--- config.mk ---
export PLATFORM = sky130hd
export DESIGN_NAME = stab_cell
export DESIGN_NICKNAME = d
export VERILOG_FILES = /design/src/sv/stab_pkg.sv /design/src/sv/stab_cell.sv
export SDC_FILE = /design/constraint.sdc
export NUM_CORES = 1
export LEC_CHECK = 0
export BUFFER_PORTS_ARGS = -buffer_cell sky130_fd_sc_hd__buf_2
export CORE_MARGIN = 4
export CORE_UTILIZATION = 35
export DETAILED_ROUTE_END_ITERATION = 16
export GPL_TIMING_DRIVEN = 0
export PLACE_DENSITY = 0.69
export REMOVE_ABC_BUFFERS = 1
export SKIP_LAST_GASP = 1
export SYNTH_ARGS = -nofsm -noshare
export SYNTH_HDL_FRONTEND = slang
export SYNTH_SLANG_ARGS = --single-unit
--- constraint.sdc ---
create_clock -name clk -period 7.05 [get_ports clk]
set_input_delay 1.0575 -clock clk [delete_from_list [all_inputs] [get_ports clk]]
set_output_delay 1.0575 -clock clk [all_outputs]
set_load 0.005 [all_outputs]
--- src/sv/stab_pkg.sv ---
// Shared types and codes for the sorted table engine.
`default_nettype none

package stab_pkg;

  localparam logic [1:0] OP_INSERT = 2'd0;
  localparam logic [1:0] OP_DELETE = 2'd1;
  localparam logic [1:0] OP_SEARCH = 2'd2;

  localparam logic [1:0] ST_DONE    = 2'd0;
  localparam logic [1:0] ST_FULL    = 2'd1;
  localparam logic [1:0] ST_MISSING = 2'd2;

  localparam int KEY_W = 32;
  localparam int POS_W = 6;
  localparam int CNT_OUT_W = 7;
  localparam int CAP_W = 7;

  typedef struct packed {
    logic [1:0]              operation;
    logic signed [KEY_W-1:0] key;
  } in_item_t;

  typedef struct packed {
    logic [1:0]              status;
    logic [POS_W-1:0]        position;
    logic [CNT_OUT_W-1:0]    entry_count;
    logic signed [KEY_W-1:0] smallest;
    logic signed [KEY_W-1:0] largest;
  } out_item_t;

  // Per-cycle command broadcast to every cell.
  typedef struct packed {
    logic ins;
    logic del;
  } cell_ctl_t;

endpackage

`default_nettype wire

--- src/sv/stab_cell.sv ---
// One slot of the sorted row: compares against the broadcast key, shifts up or down.
`default_nettype none

module stab_cell (
  input  wire logic                              clk,
  input  wire stab_pkg::cell_ctl_t               ctl,
  input  wire logic signed [stab_pkg::KEY_W-1:0] key,
  input  wire logic                              occ,
  input  wire logic                              lo_le,
  input  wire logic signed [stab_pkg::KEY_W-1:0] lo_val,
  input  wire logic signed [stab_pkg::KEY_W-1:0] hi_val,
  output logic signed [stab_pkg::KEY_W-1:0]      val,
  output logic                                   le,
  output logic                                   eq
);

  logic signed [stab_pkg::KEY_W-1:0] val_r;
  logic signed [stab_pkg::KEY_W-1:0] val_nxt;
  logic                              lt;

  assign val = val_r;
  assign le  = occ && (val_r <= key);
  assign lt  = occ && (val_r <  key);
  assign eq  = occ && (val_r == key);

  always_comb begin
    val_nxt = val_r;
    if (ctl.ins && !le) begin
      // first cell above the keys <= new key takes the key, the rest shift up
      val_nxt = lo_le ? key : lo_val;
    end else if (ctl.del && !lt) begin
      val_nxt = hi_val;
    end
  end

  always_ff @(posedge clk) begin
    val_r <= val_nxt;
  end

endmodule

`default_nettype wire

==> impl_metrics.env <==
export IMPL_status="completed"
export IMPL_ys_warn_count=0
export IMPL_initial_core_util_pct=36.9
export IMPL_grt_pass1_vias=2312
export IMPL_critPathSlowestCell="nor4_2"
export IMPL_path_max_fanout=3
export IMPL_wl_met1_um=2750
export IMPL_critPathLaunch="key[14]"
export IMPL_hold_viol=0
export IMPL_crit_arrival_ns=2.96
export IMPL_antenna_found_initial=0
export IMPL_synth_edff_count=32
export IMPL_stdcell_area_um2=3640
export IMPL_largest_reg_flops=32
export IMPL_relSlewSlack_pct=48.9
export IMPL_vias=2199
export IMPL_clockBufferDepth=2
export IMPL_synth_cells=235
export IMPL_synth_seq_cells=32
export IMPL_syn_area_um2=2730
export IMPL_overflow=0
export IMPL_routed_wl_um=6590
export IMPL_cp_depth=11
export IMPL_tightest_slew_ns=0.767
export IMPL_hp_class="input port to flop"
export IMPL_wl_met3_um=461
export IMPL_path_buf_inv=3
export IMPL_pin_count=135
export IMPL_async_flop_share_pct=0
export IMPL_synth_largest_area_cell="edfxtp_1"
export IMPL_end_kind="output pin"
export IMPL_vias_per_cell=4.69
export IMPL_cpMostUsedCell="buf_2"
export IMPL_die_area_um2=9290
export IMPL_n_antenna_cell=0
export IMPL_drc=0
export IMPL_criticalPathCategory="input port to output pin"
export IMPL_synth_yosys_seq_area_share_pct=35.1
export IMPL_cts_tree="yes"
export IMPL_port_buffer_count=134
export IMPL_dpl_worst_slack_ns=3.01
export IMPL_power_leakage_uw=0.00185
export IMPL_period_share_pct=57.0
export IMPL_grt_pass1_wl_um=10300
export IMPL_drtIter0Drc=25
export IMPL_hp_start="hi_val[27]"
export IMPL_final_nets=505
export IMPL_worstSetupEndpoint="le"
export IMPL_yosysTopAreaCellShare_pct=35.1
export IMPL_dr_wl_met2_um=3310
export IMPL_wire_per_inst_um=14.1
export IMPL_ys_flop_type="edfxtp_1"
export IMPL_timing_max_cap_violations=0
export IMPL_grtUsageTotal_pct=14.4
export IMPL_place_hpwl_um=5550
export IMPL_cts_hold_buf=0
export IMPL_cp_start_kind="input port"
export IMPL_rr_startpoint="val[14]"
export IMPL_clkSlewWorstSetupHoldPaths_ns=0.07
export IMPL_worst_slack_ns=3.03
export IMPL_globalplace_congestion=0.733
export IMPL_p_per_area_nw_per_um2=212
export IMPL_rows=31
export IMPL_fin_worst_skew_ns=0.00396
export IMPL_yosysMostFrequentCell="inv_1"
export IMPL_clock_sinks=32
export IMPL_critPathRequiredTime_ns=5.99
export IMPL_post_synth_num_cell_types=26
export IMPL_ant_nets=0
export IMPL_die_h_um=96.4
export IMPL_rsz0062_at_grt="no"
export IMPL_path_cells="buf_2 > inv_1 > ha_1 > nand4_1 > nor4_2 > o21ai_1 > nand3_1 > a21oi_1 > xor2_1 > o21ai_0 > buf_2"
export IMPL_h_tree_depth=2
export IMPL_max_freq_ghz=0.249
export IMPL_slew_viol_final=0
export IMPL_drtPass1Iterations=4
export IMPL_dr_max_layer_used="met4"
export IMPL_area_growth_pct=33.0
export IMPL_synth_commonest_cells="inv_1 (38), mux2_2 (34), edfxtp_1 (32), ha_1 (32), mux2_4 (30)"
export IMPL_r2r_setup_slack_ns=4.04
export IMPL_min_period_ns=4.02
export IMPL_drive_gt1_share_pct=56.8
export IMPL_peakVddDrop_uv=82.2
export IMPL_setup_tns_final_ns=0
export IMPL_cts_setup_buffers=0
export IMPL_cts_resized=0
export IMPL_avgSynthCellArea_um2=11.6
export IMPL_fillCellCount=710
export IMPL_reg2regPathDepth=9
export IMPL_placed_area_um2=3570
export IMPL_die_w_um=96.4
export IMPL_critical_path_max_stage_delay_ns=0.38
export IMPL_cts_buffers=5
export IMPL_setup_viol=0
export IMPL_root_buffer="clkbuf_8"
export IMPL_worstSkewPairLatency_ns=0.28
export IMPL_timing_rr_end="val[0]"
export IMPL_grt_start_max_net_pins=33
export IMPL_synthTopCellsByArea="edfxtp_1 (35%), mux2_4 (16%), ha_1 (15%)"
export IMPL_critPathTopFamily="simple AND/OR/NAND/NOR gates"
export IMPL_core_um2=7410
-- worst min-delay path by stage --
| stage | endpoint | cells after the start | slack [ns] |
|---|---|---|---|
| 3_3_place_gp | val[17] | 2 | 1.36 |
| 2_1_floorplan | val[10] | 1 | 1.28 |
| 6_report | val[27] | 2 | 1.07 |
| 5_1_grt | val[3] | 2 | 1.07 |
| 4_1_cts | val[27] | 2 | 1.06 |
| 3_5_place_dp | val[29] | 3 | 1.17 |
-- worst register-to-register path, cell delays in order, from the launching register on --
cell	delay, ns
edfxtp_1	0.38
ha_1	0.33
nand4_1	0.21
nor4_2	0.38
o21ai_1	0.11
nand3_1	0.11
a211oi_1	0.11
nor3_4	0.49
buf_8	0.26
mux2_2	0.37
-- per-stage QoR --
stage / total power (uW) / util, % / instances / hold slack, ns
after floorplan: 502 / - / 228 / 1.28
after global placement: 624 / 47.0 / 461 / 1.36
after detailed placement: 654 / 48.2 / 464 / 1.17
after CTS: 786 / 49.1 / 469 / 1.06
after global routing: 839 / 49.1 / 469 / 1.07
final: 771 / 49.1 / 469 / 1.07
-- cell type report --
class / count / area, um2 / area share [%]
Multi-Input combinational cell: 158 / 1600 / 44.0
Sequential cell: 32 / 961 / 26.4
Timing Repair Buffer: 137 / 741 / 20.4
Inverter: 38 / 143 / 3.92
Tap cell: 99 / 124 / 3.41
Clock buffer: 5 / 68.8 / 1.89
-- power by group --
part / internal, uW / switching, uW / total (uW)
clock: 63.6 / 63.9 / 128
combinational: 183 / 163 / 346
sequential: 275 / 23.1 / 298
total: 521 / 250 / 771
-- cells by family after synthesis --
group	count (synthesis)	share of synthesized area, %
muxes	64	30.5
and+or+nand+nor	32	6.59
DFF	32	35.1
AOI/OAI and AO/OA	29	5.81
xor gates and xnor gates	1	0.320
buffers and inverters	45	7.00
adders and majority gates	32	14.6
-- cell usage in the layout (no fill, tap or decap), types with 2 or more instances in the layout --
cell type,count
buf_2,134
inv_1,38
mux2_2,34
ha_1,32
edfxtp_1,32
mux2_4,30
a21oi_1,17
nand2_1,12
nand4_1,6
o21ai_0,6
nand3_1,5
clkbuf_8,5
nor2_1,2
nor4_1,2
buf_16,2
-- metal layers --
layer / global-route usage [%] / up-vias
met5: 0 / -
met4: 3.86 / 0
met2: 26.1 / 69
met1: 16.9 / 998
met3: 3.25 / 5
li1: - / 1127
(Power assumes the default switching activity.)
